$ cat src/sv/hfne_pkg.sv
package hfne_pkg;

   // command codes of an input word
   localparam logic [1:0] CMD_FLAG  = 2'd0;
   localparam logic [1:0] CMD_FRAME = 2'd1;
   localparam logic [1:0] CMD_FCS   = 2'd2;
   localparam logic [1:0] CMD_IDLE  = 2'd3;

   localparam logic [15:0] CRC_POLY = 16'h8408;
   localparam logic [15:0] CRC_INIT = 16'hFFFF;

   localparam logic [2:0] RUN_LIMIT    = 3'd5;
   localparam logic [4:0] PERIOD_LIMIT = 5'd19;
   localparam logic [4:0] BYTE_BITS    = 5'd8;
   localparam logic [4:0] FCS_BITS     = 5'd16;

   localparam int QUEUE_DEPTH = 2;

   // one queued command, the word is the byte or the complemented fcs
   typedef struct packed {
      logic [1:0]  cmd;
      logic [15:0] bits;
   } entry_type;

   // reflected crc-16, one byte folded in lsb first
   function automatic logic [15:0] crc_fold(input logic [15:0] crc, input logic [7:0] data);
      logic [15:0] c;
      c = crc ^ {8'h00, data};
      for (int j = 0; j < 8; j++) begin
         if (c[0]) begin
            c = (c >> 1) ^ CRC_POLY;
         end else begin
            c = c >> 1;
         end
      end
      return c;
   endfunction

endpackage

$ cat src/sv/hfne_if.sv
interface hfne_req_if;
   logic       valid;
   logic       ready;
   logic [1:0] command;
   logic [7:0] data_byte;

   modport source (output valid, output command, output data_byte, input ready);
   modport sink (input valid, input command, input data_byte, output ready);
endinterface

interface hfne_rsp_if;
   logic valid;
   logic ready;
   logic tone_high;
   logic stuffed_bit;
   logic last;

   modport source (output valid, output tone_high, output stuffed_bit, output last,
                   input ready);
   modport sink (input valid, input tone_high, input stuffed_bit, input last,
                 output ready);
endinterface

$ cat src/sv/hfne_front.sv
module hfne_front (
   input  logic                 clock,
   input  logic                 reset,
   hfne_req_if.sink             req_chan,
   output logic                 push_valid,
   input  logic                 push_ready,
   output hfne_pkg::entry_type  push_entry
);

   logic [15:0] crc_ff;
   logic [15:0] crc_in;
   logic        accept;

   assign req_chan.ready = push_ready;
   assign push_valid     = req_chan.valid;
   assign accept         = req_chan.valid && push_ready;

   always_comb begin
      push_entry.cmd  = req_chan.command;
      push_entry.bits = 16'h0000;
      crc_in          = crc_ff;
      case (req_chan.command)
         hfne_pkg::CMD_FLAG: begin
            push_entry.bits = {8'h00, req_chan.data_byte};
            crc_in          = hfne_pkg::CRC_INIT;
         end
         hfne_pkg::CMD_FRAME: begin
            push_entry.bits = {8'h00, req_chan.data_byte};
            crc_in          = hfne_pkg::crc_fold(crc_ff, req_chan.data_byte);
         end
         hfne_pkg::CMD_FCS: begin
            push_entry.bits = ~crc_ff;
         end
         default: begin
            push_entry.bits = 16'h0000;
         end
      endcase
   end

   always_ff @(posedge clock) begin
      if (reset) begin
         crc_ff <= hfne_pkg::CRC_INIT;
      end else if (accept) begin
         crc_ff <= crc_in;
      end
   end

endmodule

$ cat src/sv/hfne_queue.sv
module hfne_queue #(
   parameter int DEPTH = hfne_pkg::QUEUE_DEPTH
) (
   input  logic                 clock,
   input  logic                 reset,
   input  logic                 push_valid,
   output logic                 push_ready,
   input  hfne_pkg::entry_type  push_entry,
   output logic                 pop_valid,
   input  logic                 pop_ready,
   output hfne_pkg::entry_type  pop_entry
);

   localparam int PW = (DEPTH > 1) ? $clog2(DEPTH) : 1;
   localparam int CW = $clog2(DEPTH + 1);

   hfne_pkg::entry_type slot_ff [DEPTH];
   logic [PW-1:0] wr_ptr_ff;
   logic [PW-1:0] rd_ptr_ff;
   logic [CW-1:0] count_ff;
   logic          push;
   logic          pop;

   assign push_ready = (count_ff != CW'(DEPTH));
   assign pop_valid  = (count_ff != '0);
   assign pop_entry  = slot_ff[rd_ptr_ff];
   assign push       = push_valid && push_ready;
   assign pop        = pop_valid && pop_ready;

   function automatic logic [PW-1:0] next_ptr(input logic [PW-1:0] p);
      return (p == PW'(DEPTH - 1)) ? '0 : p + PW'(1);
   endfunction

   always_ff @(posedge clock) begin
      if (push) begin
         slot_ff[wr_ptr_ff] <= push_entry;
      end
   end

   always_ff @(posedge clock) begin
      if (reset) begin
         wr_ptr_ff <= '0;
         rd_ptr_ff <= '0;
         count_ff  <= '0;
      end else begin
         if (push) begin
            wr_ptr_ff <= next_ptr(wr_ptr_ff);
         end
         if (pop) begin
            rd_ptr_ff <= next_ptr(rd_ptr_ff);
         end
         if (push && !pop) begin
            count_ff <= count_ff + CW'(1);
         end else if (pop && !push) begin
            count_ff <= count_ff - CW'(1);
         end
      end
   end

   a_count_bound: assert property (@(posedge clock) disable iff (reset)
      count_ff <= CW'(DEPTH))
      else $error("queue count beyond depth");

endmodule

$ cat src/sv/hfne_back.sv
module hfne_back (
   input  logic                 clock,
   input  logic                 reset,
   input  logic                 pop_valid,
   output logic                 pop_ready,
   input  hfne_pkg::entry_type  pop_entry,
   hfne_rsp_if.source           rsp_chan
);

   localparam logic [1:0] PH_IDLE  = 2'd0;
   localparam logic [1:0] PH_OWED  = 2'd1;
   localparam logic [1:0] PH_BITS  = 2'd2;
   localparam logic [1:0] PH_STUFF = 2'd3;

   logic [1:0]  phase_ff, phase_in;
   logic [1:0]  cmd_ff, cmd_in;
   logic [15:0] word_ff, word_in;
   logic [4:0]  left_ff, left_in;
   logic [4:0]  count_ff, count_in;
   logic        tone_ff, tone_in;
   logic [2:0]  run_ff, run_in;
   logic        out_valid_ff, out_valid_in;
   logic        out_tone_ff, out_stuff_ff, out_last_ff;

   logic        can_emit;
   logic        emit;
   logic        e_tone;
   logic        e_stuff;
   logic        e_last;
   logic        bit_now;
   logic [2:0]  run_bit;
   logic        need_stuff;
   logic        room;
   logic        load;

   assign can_emit = !out_valid_ff || rsp_chan.ready;
   assign bit_now  = word_ff[0];
   assign run_bit  = bit_now ? run_ff + 3'd1 : 3'd0;
   assign need_stuff = (run_bit >= hfne_pkg::RUN_LIMIT);
   // stuff only if the zero and all later data bits still fit
   assign room = ({1'b0, count_ff} + {1'b0, left_ff}) <=
                 ({1'b0, hfne_pkg::PERIOD_LIMIT} - 6'd1);

   always_comb begin
      phase_in = phase_ff;
      cmd_in   = cmd_ff;
      word_in  = word_ff;
      left_in  = left_ff;
      count_in = count_ff;
      tone_in  = tone_ff;
      run_in   = run_ff;
      emit     = 1'b0;
      e_tone   = tone_ff;
      e_stuff  = 1'b0;
      e_last   = 1'b0;

      if (can_emit) begin
         case (phase_ff)
            PH_OWED: begin
               emit     = 1'b1;
               tone_in  = ~tone_ff;
               e_tone   = ~tone_ff;
               e_stuff  = 1'b1;
               run_in   = 3'd0;
               count_in = count_ff + 5'd1;
               phase_in = PH_BITS;
            end
            PH_BITS: begin
               emit = 1'b1;
               case (cmd_ff)
                  hfne_pkg::CMD_IDLE: begin
                     e_tone   = 1'b0;
                     e_last   = 1'b1;
                     phase_in = PH_IDLE;
                  end
                  hfne_pkg::CMD_FLAG: begin
                     tone_in  = tone_ff ^ ~bit_now;
                     e_tone   = tone_ff ^ ~bit_now;
                     word_in  = word_ff >> 1;
                     left_in  = left_ff - 5'd1;
                     count_in = count_ff + 5'd1;
                     run_in   = 3'd0;
                     e_last   = (left_ff == 5'd1);
                     if (e_last) begin
                        phase_in = PH_IDLE;
                     end
                  end
                  default: begin
                     tone_in  = tone_ff ^ ~bit_now;
                     e_tone   = tone_ff ^ ~bit_now;
                     word_in  = word_ff >> 1;
                     left_in  = left_ff - 5'd1;
                     count_in = count_ff + 5'd1;
                     run_in   = run_bit;
                     if (need_stuff && room) begin
                        run_in   = 3'd0;
                        phase_in = PH_STUFF;
                     end else if (need_stuff && left_ff == 5'd1) begin
                        // zero is owed to the next word
                        run_in   = hfne_pkg::RUN_LIMIT;
                     end else if (need_stuff) begin
                        run_in   = 3'd0;
                     end
                     e_last = (left_ff == 5'd1) && !(need_stuff && room);
                     if (e_last) begin
                        phase_in = PH_IDLE;
                     end
                  end
               endcase
            end
            PH_STUFF: begin
               emit     = 1'b1;
               tone_in  = ~tone_ff;
               e_tone   = ~tone_ff;
               e_stuff  = 1'b1;
               run_in   = 3'd0;
               count_in = count_ff + 5'd1;
               e_last   = (left_ff == 5'd0);
               phase_in = e_last ? PH_IDLE : PH_BITS;
            end
            default: begin
               emit = 1'b0;
            end
         endcase
      end

      // next word enters as the current one finishes, no gap
      load = pop_valid && ((phase_ff == PH_IDLE) || (emit && e_last));
      if (load) begin
         cmd_in   = pop_entry.cmd;
         word_in  = pop_entry.bits;
         left_in  = (pop_entry.cmd == hfne_pkg::CMD_FCS) ? hfne_pkg::FCS_BITS
                                                          : hfne_pkg::BYTE_BITS;
         count_in = 5'd0;
         phase_in = (run_in == hfne_pkg::RUN_LIMIT) ? PH_OWED : PH_BITS;
      end

      out_valid_in = emit || (out_valid_ff && !rsp_chan.ready);
   end

   assign pop_ready = pop_valid && load;

   always_ff @(posedge clock) begin
      if (reset) begin
         phase_ff     <= PH_IDLE;
         tone_ff      <= 1'b0;
         run_ff       <= 3'd0;
         out_valid_ff <= 1'b0;
      end else begin
         phase_ff     <= phase_in;
         tone_ff      <= tone_in;
         run_ff       <= run_in;
         out_valid_ff <= out_valid_in;
      end
   end

   always_ff @(posedge clock) begin
      cmd_ff   <= cmd_in;
      word_ff  <= word_in;
      left_ff  <= left_in;
      count_ff <= count_in;
      if (emit) begin
         out_tone_ff  <= e_tone;
         out_stuff_ff <= e_stuff;
         out_last_ff  <= e_last;
      end
   end

   assign rsp_chan.valid       = out_valid_ff;
   assign rsp_chan.tone_high   = out_tone_ff;
   assign rsp_chan.stuffed_bit = out_stuff_ff;
   assign rsp_chan.last        = out_last_ff;

   a_run_bound: assert property (@(posedge clock) disable iff (reset)
      run_ff <= hfne_pkg::RUN_LIMIT)
      else $error("ones run beyond limit");

   a_stuff_toggles: assert property (@(posedge clock) disable iff (reset)
      (emit && e_stuff) |=> (tone_ff != $past(tone_ff)))
      else $error("stuffed zero did not toggle the tone");

   a_period_bound: assert property (@(posedge clock) disable iff (reset)
      (phase_ff != PH_IDLE) |-> (count_ff < hfne_pkg::PERIOD_LIMIT))
      else $error("word ran past its period limit");

   a_owed_only_when_due: assert property (@(posedge clock) disable iff (reset)
      (phase_ff == PH_OWED) |-> (run_ff == hfne_pkg::RUN_LIMIT))
      else $error("owed zero without a full run");

endmodule

$ cat src/sv/hdlc_fcs_nrzi_bit_encoder.sv
// hdlc transmit line encoder, nrzi coded, for an afsk tone modulator
//
// req_chan takes one command word per handshake: a flag byte (sent lsb first,
// unstuffed, restarts the crc), a frame byte (sent lsb first with bit stuffing,
// folded into the crc-16), an fcs command (complemented crc, low byte first,
// stuffed) or an idle command (one low-tone period).
// rsp_chan gives one word per bit period: tone_high, stuffed_bit, and last on
// the final period of a command. a command gives 1 to 19 periods.
// throughput: one period per cycle while rsp_chan is not stalled; the next
// command is loaded as the last period of the previous one is emitted, so
// commands follow each other with no gap.
// the first period of a command passes the queue, the serializer registers
// and the output register before it shows on rsp_chan.
// a small command queue sits between the crc front and the serializer, so
// req_chan keeps accepting while rsp_chan is stalled until the queue is full;
// a stalled output word holds in the output register.
// reset clears the line tone to low, the ones run to zero, the crc to all
// ones, and empties the queue and the output register.
module hdlc_fcs_nrzi_bit_encoder #(
   parameter int QUEUE_DEPTH = hfne_pkg::QUEUE_DEPTH
) (
   input  logic        clock,
   input  logic        reset,
   hfne_req_if.sink    req_chan,
   hfne_rsp_if.source  rsp_chan
);

   logic                push_valid;
   logic                push_ready;
   hfne_pkg::entry_type push_entry;
   logic                pop_valid;
   logic                pop_ready;
   hfne_pkg::entry_type pop_entry;

   hfne_front u_front (
      .clock      (clock),
      .reset      (reset),
      .req_chan   (req_chan),
      .push_valid (push_valid),
      .push_ready (push_ready),
      .push_entry (push_entry)
   );

   hfne_queue #(
      .DEPTH (QUEUE_DEPTH)
   ) u_queue (
      .clock      (clock),
      .reset      (reset),
      .push_valid (push_valid),
      .push_ready (push_ready),
      .push_entry (push_entry),
      .pop_valid  (pop_valid),
      .pop_ready  (pop_ready),
      .pop_entry  (pop_entry)
   );

   hfne_back u_back (
      .clock     (clock),
      .reset     (reset),
      .pop_valid (pop_valid),
      .pop_ready (pop_ready),
      .pop_entry (pop_entry),
      .rsp_chan  (rsp_chan)
   );

endmodule
$ cat src/flat_wrapper.sv
// flat-port wrapper written by rule: the top's interface ports become plain ports
module hdlc_fcs_nrzi_bit_encoder_flat 
#(
   parameter int QUEUE_DEPTH = hfne_pkg::QUEUE_DEPTH
)
  (clock, reset, req_chan_valid, req_chan_command, req_chan_data_byte, req_chan_ready, rsp_chan_valid, rsp_chan_tone_high, rsp_chan_stuffed_bit, rsp_chan_last, rsp_chan_ready);
  hfne_req_if req_chan_i ();
  hfne_rsp_if rsp_chan_i ();
  input  logic clock;
  input  logic reset;
  input wire logic [$bits(req_chan_i.valid)-1:0] req_chan_valid;
  input wire logic [$bits(req_chan_i.command)-1:0] req_chan_command;
  input wire logic [$bits(req_chan_i.data_byte)-1:0] req_chan_data_byte;
  output wire logic [$bits(req_chan_i.ready)-1:0] req_chan_ready;
  output wire logic [$bits(rsp_chan_i.valid)-1:0] rsp_chan_valid;
  output wire logic [$bits(rsp_chan_i.tone_high)-1:0] rsp_chan_tone_high;
  output wire logic [$bits(rsp_chan_i.stuffed_bit)-1:0] rsp_chan_stuffed_bit;
  output wire logic [$bits(rsp_chan_i.last)-1:0] rsp_chan_last;
  input wire logic [$bits(rsp_chan_i.ready)-1:0] rsp_chan_ready;
  assign req_chan_i.valid = req_chan_valid;
  assign req_chan_i.command = req_chan_command;
  assign req_chan_i.data_byte = req_chan_data_byte;
  assign req_chan_ready = req_chan_i.ready;
  assign rsp_chan_valid = rsp_chan_i.valid;
  assign rsp_chan_tone_high = rsp_chan_i.tone_high;
  assign rsp_chan_stuffed_bit = rsp_chan_i.stuffed_bit;
  assign rsp_chan_last = rsp_chan_i.last;
  assign rsp_chan_i.ready = rsp_chan_ready;
  hdlc_fcs_nrzi_bit_encoder #(.QUEUE_DEPTH(QUEUE_DEPTH)) u_core (.clock(clock), .reset(reset), .req_chan(req_chan_i), .rsp_chan(rsp_chan_i));
endmodule
$ cat config.mk
export PLATFORM = sky130hd
export DESIGN_NAME = hdlc_fcs_nrzi_bit_encoder_flat
export DESIGN_NICKNAME = d
export VERILOG_FILES = /design/src/sv/hfne_pkg.sv /design/src/sv/hfne_if.sv /design/src/sv/hfne_front.sv /design/src/sv/hfne_queue.sv /design/src/sv/hfne_back.sv /design/src/sv/hdlc_fcs_nrzi_bit_encoder.sv /design/src/flat_wrapper.sv
export SDC_FILE = /design/constraint.sdc
export NUM_CORES = 1
export LEC_CHECK = 0
export BUFFER_PORTS_ARGS = -buffer_cell sky130_fd_sc_hd__buf_2
export CAP_MARGIN = 30
export CELL_PAD_IN_SITES_DETAIL_PLACEMENT = 1
export CELL_PAD_IN_SITES_GLOBAL_PLACEMENT = 1
export CORE_MARGIN = 4
export CORE_UTILIZATION = 40
export CTS_BUF_LIST = sky130_fd_sc_hd__clkbuf_8
export DETAILED_ROUTE_END_ITERATION = 6
export HOLD_SLACK_MARGIN = 0.08
export PLACE_DENSITY_LB_ADDON = 0.1
export SKIP_LAST_GASP = 1
export SLEW_MARGIN = 25
export SYNTH_ARGS = -nofsm -noshare
export SYNTH_HDL_FRONTEND = slang
export SYNTH_SLANG_ARGS = --single-unit
$ cat constraint.sdc
create_clock -name clock -period 3.7 [get_ports clock]
set_clock_uncertainty 0.05 [all_clocks]
set_input_delay 0.37 -clock clock [delete_from_list [all_inputs] [get_ports clock]]
set_output_delay 0.37 -clock clock [all_outputs]
set_load 0.02 [all_outputs]
==> results.toml, run 1 <==
[timing]
fmax_ghz = 0.301
finalSetupViolCount = 0
max_slew_margin = 0.437
period_share = 0.897
tns_ns = 0
report.final.slew_viol_count = 0
worst_slew_pin_slew_ns = 0.844
hold_viol = 0
rsz0062_at_grt = "no"
min_period_ns = 3.32

[worst_setup_path]
path_max_fanout = 34
start_kind = "register"
critical_path.cell_chain = "ha_1 -> fa_1 -> and3_1 -> or3_1 -> nand4_1 -> and2_1 -> a41oi_2 -> inv_2 -> buf_4 -> nor3b_1 -> a21o_1"
crit_family = "simple AND/OR/NAND/NOR gates"
critPathSlowestCell = "edfxtp_1"
arrival_ns = 3.39
worstPathRequired_ns = 3.77
slowest_delay_ns = 0.46
end_kind = "register"
cp.buffers_inverters = 2
worstSetupPathType = "reg -> reg"

[yosys]
synthTopCellsByArea = "edfxtp_1, dfxtp_1, xnor2_1, mux2i_1, ha_1"
syn_inst = 393
synthArstFlopShare = 0
ys.flop_type = "edfxtp_1"
synth_area_per_cell_um2 = 11.5
yosysSeqAreaShare = 0.558
yosys_warnings = 0
synth_cell_types = 55
synth_top_area_frac = 0.412
synth.cell_area_um2 = 4520
synth_top_cell_by_area = "edfxtp_1"
synth_seq_cells = 95
syn-num-nets = 421
synth_edf_count = 62

[cts]
insertion_delay_ns = 0.36
h-tree-depth = 3
numCtsBuffers = 9
clock-sinks = 95
cts-root-buf = "clkbuf_8"
cts_resized = 0
cts_tree = "done"
ctsHoldBuffers = 0
clk_path_buf_depth = 2
clk_pin_slew_worst_paths_ns = 0.10
post-cts-setup-buffers = 0

[grt]
grt_overflow = 0
grt_pass1_wl_um = 15800
track_usage = 0.154
grt_max_degree = 35
antenna_found_initial = 0
grt_pass1_vias = 3086

[detailed_routing]
drt-total-wl_um = 9380
dr.pass1.iters = 4
first_iter_violations = 145
viasPerCell = 5.31
num_vias = 2946
drc = 0
wl_per_cell_um = 16.9
ant_nets = 0

[worst_hold_path]
hp-class = "in -> reg"

[die]
io_pins = 19
rows = 38
design.core.area_um2 = 10900
die_area_um2 = 13100
dieHeight_um = 114
die-width_um = 114
start_util = 0.413

[placed_design]
placedCellCount = 539
gp_congestion = 0.814
dp_hpwl_um = 6740
port_buffers = 18

[layout]
syn2layout_area_growth_pct = 9.27
diodes = 0
final_cells = 555
drive_above_1_share = 0.145
final_util = 0.452
fin_nets = 438

[power]
power_leakage_uw = 0.00180
power_density_nw_per_um2 = 763
vdd_drop_max_v = 0.000282

[status]
status = "finished clean"

[flow_run]
max_cap_violations = 0
## sequential cells by signal, indices dropped and copies added, names as in the netlist, 2 cells and up, named ones only
register / flops
u_core.u_queue.slot_ff: 36
u_core.u_queue.count_ff: 2
u_core.u_back.count_ff: 5
u_core.u_back.word_ff: 16
u_core.u_back.left_ff: 5
u_core.u_front.crc_ff: 16
u_core.u_back.cmd_ff: 2
u_core.u_back.phase_ff: 2
u_core.u_back.run_ff: 3
## power breakdown
part	switching, µW	total, µW	internal [µW]
Sequential	187	1730	1550
Combinational	833	1370	538
Clock	406	667	261
Total	1430	3770	2340
## cells in the mapped netlist (2+ instances only)
cell       n
a21oi_1    8
nand3_1    5
o21ai_0   20
inv_1     11
nor2b_1    5
dfxtp_1   33
a311oi_1   2
nand2b_1  20
ha_1      13
o22ai_1   15
o21ai_1    6
xor2_1    16
and3_1     3
buf_4      2
edfxtp_1  62
buf_2      3
mux2_2    10
clkbuf_1  12
nand4_1    5
nor2_1    42
nor3b_1    2
o211ai_1   3
or3_1      2
nand2_1   24
a21o_1     2
xnor2_1   22
mux2i_1   17
## layer usage
| metal | track usage | share of wire |
|---|---|---|
| met2 | 0.275 | 0.51 |
| met5 | 0 | 0 |
| met1 | 0.189 | 0.45 |
| met4 | 0.0428 | 0.0095 |
| met3 | 0.0333 | 0.025 |
## metrics by stage
stage	area [µm²]	setup slack, ns	hold WS, ns	total power (µW)
finish	4940	0.381	0.301	3770
global route	4940	0.158	0.277	4070
CTS	4940	0.357	0.283	3830
detailed placement	4750	0.395	0.460	3150
global placement	4740	0.485	0.446	3080
floorplan	4520	0.0360	0.419	2770
## final cells by class
class	instances	area (µm²)
multi-input cells	268	1870
fillers	1219	6000
flip-flops and latches	95	2520
inverters	12	45.0
clock inverters	7	63.8
repair buffers	24	139
well taps	140	175
clock buffers	9	124
## cells in the final DEF, fill, tap and decap left out, types with 13 or more instances in the layout
cell type   n
o21ai_0    19
edfxtp_1   62
nor2_1     42
nand2b_1   20
o22ai_1    15
dfxtp_1    33
mux2i_1    17
nand2_1    24
buf_2      18
xor2_1     16
xnor2_1    22
ha_1       13
## kinds of logic after synthesis
| kind of cell | share of synthesized area |
|---|---|
| AOI/OAI and AO/OA | 0.106 |
| xor gates and xnor gates | 0.0736 |
| adders and majority gates | 0.0404 |
| buffers and inverters | 0.0291 |
| DFF | 0.558 |
| muxes | 0.0626 |
| and+or+nand+nor | 0.130 |
## path summary, 6_finish.rpt
path,start,endpoint,slack (ns),cells after the start
setup / recovery,u_core.u_back.left_ff[0],u_core.u_back.left_ff[4],0.38,11
hold / removal,req_chan_data_byte[6],u_core.u_queue.slot_ff[0][6],0.30,2
setup reg to reg,u_core.u_back.left_ff[0],u_core.u_back.left_ff[4],0.38,11
hold reg to reg,u_core.u_queue.rd_ptr_ff,register,0.48,2
Power figures use the tool's default switching activity.
==> run 2: changes to the inputs <==
- CORE_UTILIZATION: 40 -> 31
==> results.toml, run 2 (synthesized netlist as in run 1, its figures left out) <==
[power]
vdd_drop_max_v = 0.000177
p_int_uw = 2400
p_sw_uw = 1380
power_leakage_uw = 0.00180
seqPwrFrac = 0.460
swShare = 0.365
power.total_uw = 3780
power_density_nw_per_um2 = 758
combPwrFrac = 0.355
clock_power_share = 0.185

[grt]
antenna_found_initial = 0
track_usage = 0.126
grt_overflow = 0
grt_max_degree = 35
grt_pass1_wl_um = 16100
grt_pass1_vias = 3111

[worst_setup_path]
slowest_delay_ns = 0.46
critPathSlowestCell = "edfxtp_1"
start_kind = "register"
arrival_ns = 3.44
critical_path.cell_chain = "ha_1 -> fa_1 -> and3_1 -> or3_1 -> nand4_1 -> and2_1 -> a41oi_2 -> inv_2 -> buf_4 -> nor3b_1 -> a21o_1"
worstPathRequired_ns = 3.78
reg2reg_to = "u_core.u_back.left_ff[4]"
r2r_slack_ns = 0.34
worstSetupPathType = "reg -> reg"
path_max_fanout = 34
end_kind = "register"
r2r_start = "u_core.u_back.left_ff[0]"
r2r_cells = 11

[timing]
setup_slack_ns = 0.342
fmax_ghz = 0.298
report.final.slew_viol_count = 0
worst_slew_pin_slew_ns = 0.913
tns_ns = 0
max_slew_margin = 0.391
hold_viol = 0
rsz0062_at_grt = "no"
min_period_ns = 3.36
period_share = 0.908
finalSetupViolCount = 0

[worst_hold_path]
holdPathStages = 2
hp-class = "in -> reg"
whs_endpoint = "u_core.u_queue.slot_ff[1][7]"
min-delay-start = "req_chan_data_byte[7]"

[detailed_routing]
wl_per_cell_um = 16.4
drc = 0
drt-total-wl_um = 9730
dr.pass1.iters = 4
first_iter_violations = 100
viasPerCell = 4.93
ant_nets = 0
num_vias = 2928

[cts]
numCtsBuffers = 9
clk_path_buf_depth = 2
cts_resized = 0
clock-sinks = 95
h-tree-depth = 3
clk_pin_slew_worst_paths_ns = 0.09
cts-root-buf = "clkbuf_8"
insertion_delay_ns = 0.37
ctsHoldBuffers = 0
post-cts-setup-buffers = 0
cts_tree = "done"

[layout]
fillers = 1542
reg_top3 = "u_core.u_queue.slot_ff: 36 flops, u_core.u_back.word_ff: 16 flops, u_core.u_front.crc_ff: 16 flops"
largest_register_ffs = 36
layout_common_cells = "edfxtp_1, nor2_1, dfxtp_1"
layout_commonest_cell = "edfxtp_1"
diodes = 0
largest_register = "u_core.u_queue.slot_ff"
drive_above_1_share = 0.143
fin_nets = 437
syn2layout_area_growth_pct = 10.5

[placed_design]
gp_congestion = 0.844
dpl_worst_slack_ns = 0.329
port_buffers = 18
dp_hpwl_um = 6920

[die]
dieHeight_um = 129
io_pins = 19
design.core.area_um2 = 14100
die_area_um2 = 16600
rows = 43
die-width_um = 129
start_util = 0.321

[status]
status = "finished clean"

[flow_run]
max_cap_violations = 0
-- run 2: cell types whose count changed in the layout (fill, tap and decap cells not counted), sizes merged --
cell | previous run | this run
clkinvlp | 1 | 2
clkbuf | 9 | 10
clkinv | 2 | 3
buf | 24 | 23
inv | 16 | 12
bufinv | 0 | 1
-- run 2: final cells by class --
type                    count  area, µm²  area share
flip-flops and latches     95       2520       0.505
multi-input cells         268       1880       0.376
well taps                 180        225      0.0451
clock buffers              10        138      0.0275
repair buffers             23        128      0.0255
clock inverters             6       60.1      0.0120
inverters                  12       45.0     0.00902
-- run 2: worst max path at each step --
| stage | slack (ns) | cells past startpoint | from | end |
|---|---|---|---|---|
| floorplan | 0.04 | 12 | u_core.u_back.left_ff[0] | u_core.u_back.left_ff[0] |
| global placement | 0.48 | 11 | u_core.u_back.left_ff[0] | u_core.u_back.left_ff[4] |
| detailed placement | 0.33 | 11 | u_core.u_back.left_ff[0] | u_core.u_back.left_ff[4] |
| CTS | 0.31 | 11 | u_core.u_back.left_ff[0] | u_core.u_back.left_ff[4] |
| global route | 0.13 | 11 | u_core.u_back.left_ff[0] | u_core.u_back.left_ff[4] |
| finish | 0.34 | 11 | u_core.u_back.left_ff[0] | u_core.u_back.left_ff[4] |
-- run 2: power groups by stage --
stage / registers, µW / clock network, µW / logic (µW)
CTS: 1750 / 733 / 1380
detailed placement: 1770 / 0 / 1370
global route: 1780 / 782 / 1530
floorplan: 1720 / 0 / 1050
global placement: 1770 / 0 / 1330
finish: 1740 / 701 / 1340
-- run 2: stage by stage --
step | std cells | utilization | hold slack [ns] | cell area, µm²
finish | 594 | 0.354 | 0.308 | 5000
global route | 594 | 0.354 | 0.294 | 5000
CTS | 594 | 0.354 | 0.283 | 5000
detailed placement | 578 | 0.340 | 0.462 | 4800
global placement | 578 | 0.340 | 0.453 | 4790
floorplan | 393 | - | 0.419 | 4520
-- run 2: critical path: cells and delay by family, from the launching register on --
family / cells / cell delay (ns)
DFF: 1 / 0.46
and+or+nand+nor: 5 / 1.07
adders and majority gates: 2 / 0.68
buffers and inverters: 2 / 0.50
AOI/OAI and AO/OA: 2 / 0.34
-- run 2: metal layers --
metal	GRT usage	wire length [µm]	vias up
li1	-	-	1446
met1	0.151	4250	1429
met2	0.219	5000	38
met3	0.0232	264	15
met4	0.0581	219	0
met5	0	0	-
==> run 3: changes to the inputs <==
- HOLD_SLACK_MARGIN: 0.08 -> unset
- REMOVE_ABC_BUFFERS: unset -> 1
- clock period: 3.7 -> 2.9 ns (I/O delays scaled with it)
==> results.toml, run 3 (synthesized netlist as in run 1, its figures left out) <==
[status]
status = "finished clean"

[timing]
finalSetupViolCount = 0
hold_ws_ns = 0.227
worst_slew_pin_slew_ns = 0.598
fmax_ghz = 0.348
max_slew_margin = 0.598
rsz0062_at_grt = "yes"
report.final.slew_viol_count = 0
min_period_ns = 2.87
tns_ns = 0
hold_viol = 0
period_share = 0.990

[detailed_routing]
ant_nets = 0
wl_per_cell_um = 16.7
num_vias = 3069
viasPerCell = 4.96
drt-total-wl_um = 10300
drc = 0
dr.pass1.iters = 4
first_iter_violations = 110

[layout]
layout_common_cells = "edfxtp_1, nor2_1, dfxtp_1"
drive_above_1_share = 0.212
fin_nets = 462
largest_register_ffs = 36
reg_top3 = "u_core.u_queue.slot_ff: 36 flops, u_core.u_back.word_ff: 16 flops, u_core.u_front.crc_ff: 16 flops"
largest_register = "u_core.u_queue.slot_ff"
syn2layout_area_growth_pct = 16.6
layout_commonest_cell = "edfxtp_1"
diodes = 0
final_util = 0.374

[cts]
h-tree-depth = 3
cts-root-buf = "clkbuf_8"
ctsHoldBuffers = 0
clk_pin_slew_worst_paths_ns = 0.10
cts_tree = "done"
insertion_delay_ns = 0.38
clk_path_buf_depth = 2
numCtsBuffers = 9
clock-sinks = 95

[grt]
grt_overflow = 0
grt_pass1_wl_um = 17000
track_usage = 0.131
grt_max_degree = 32
antenna_found_initial = 0
grt_pass1_vias = 3312

[worst_setup_path]
crit_start = "u_core.u_back.left_ff[1]"
start_kind = "register"
worstSetupPathType = "reg -> reg"
r2r_start = "u_core.u_back.left_ff[1]"
path_max_fanout = 4
worstPathRequired_ns = 3.15
r2r_slack_ns = 0.03
arrival_ns = 3.12
r2r_cells = 11
reg2reg_to = "u_core.u_queue.count_ff[1]"
critical_path.endpoint = "u_core.u_queue.count_ff[1]"
end_kind = "register"

[placed_design]
dp_hpwl_um = 7160
gp_congestion = 0.752
port_buffers = 18

[die]
io_pins = 19
rows = 43
die-width_um = 129
start_util = 0.321
dieHeight_um = 129
design.core.area_um2 = 14100
die_area_um2 = 16600

[power]
power.total_uw = 5180
power_density_nw_per_um2 = 983
power_leakage_uw = 0.00194
vdd_drop_max_v = 0.000299

[worst_hold_path]
hp-class = "in -> reg"

[flow_run]
max_cap_violations = 0
[run 3: cell count changes in the layout (fill, tap and decap cells not counted), sizes merged]
cell / change
inv: +4
clkbuf: +1
clkinvlp: -1
clkinv: -2
bufinv: -1
buf: +24
[run 3: power breakdown]
part           switching (µW)  internal (µW)
clock                     482            335
sequential                193           1970
combinational            1230            978
total                    1900           3280
[run 3: how the worst min path moves through the flow]
stage / endpoint / from / slack [ns] / depth (start not counted)
6_report: u_core.u_queue.slot_ff[1][5] / req_chan_data_byte[5] / 0.23 / 2
5_1_grt: u_core.u_queue.slot_ff[1][5] / req_chan_data_byte[5] / 0.20 / 2
4_1_cts: u_core.u_queue.slot_ff[1][5] / req_chan_data_byte[5] / 0.20 / 2
3_5_place_dp: u_core.u_queue.rd_ptr_ff / u_core.u_queue.rd_ptr_ff / 0.47 / 2
3_3_place_gp: u_core.u_queue.rd_ptr_ff / u_core.u_queue.rd_ptr_ff / 0.45 / 2
2_1_floorplan: u_core.u_back.rsp_chan.valid / reset / 0.31 / 1
[run 3: metal layers]
layer  global-route usage  up-vias  routed length (µm)  part of all wire
met1                0.155     1521                4590              0.45
met3               0.0361       11                 304             0.029
li1                     -     1505                   -                 -
met2                0.235       32                5270              0.51
met5                    0        -                   0                 0
met4               0.0352        0                 134             0.013
[run 3: area by class of cell]
class                   count  area, µm²
flip-flops and latches     95       2520
repair buffers             48        358
inverters                  12       45.0
clock buffers              10        138
fillers                  1582       8820
well taps                 180        225
clock inverters             6       38.8
multi-input cells         268       1940
[run 3: repair_timing]
item,in CTS,in global routing
resized for setup,5,10
gates cloned,0,1
setup buffers,3,0
pin swaps,3,5
setup endpoints to repair,14,41
[run 3: critical path, stage by stage (launching register included)]
cell and delay [ns]:
edfxtp_1 0.41, buf_4 0.17, fa_2 0.39, and3_4 0.16, or3_1 0.34, nand4_1 0.17
and2_4 0.19, a41oi_4 0.09, inv_2 0.15, ha_4 0.22, or3_4 0.36, a21oi_2 0.11
[run 3: stage by stage]
step / worst slack (ns) / instances / area (µm²)
3_5_place_dp: -0.100 / 599 / 4970
3_3_place_gp: -0.0354 / 599 / 4970
2_1_floorplan: -1.08 / 375 / 4430
5_1_grt: -0.102 / 619 / 5270
4_1_cts: 0.00407 / 618 / 5180
6_report: 0.0294 / 619 / 5270
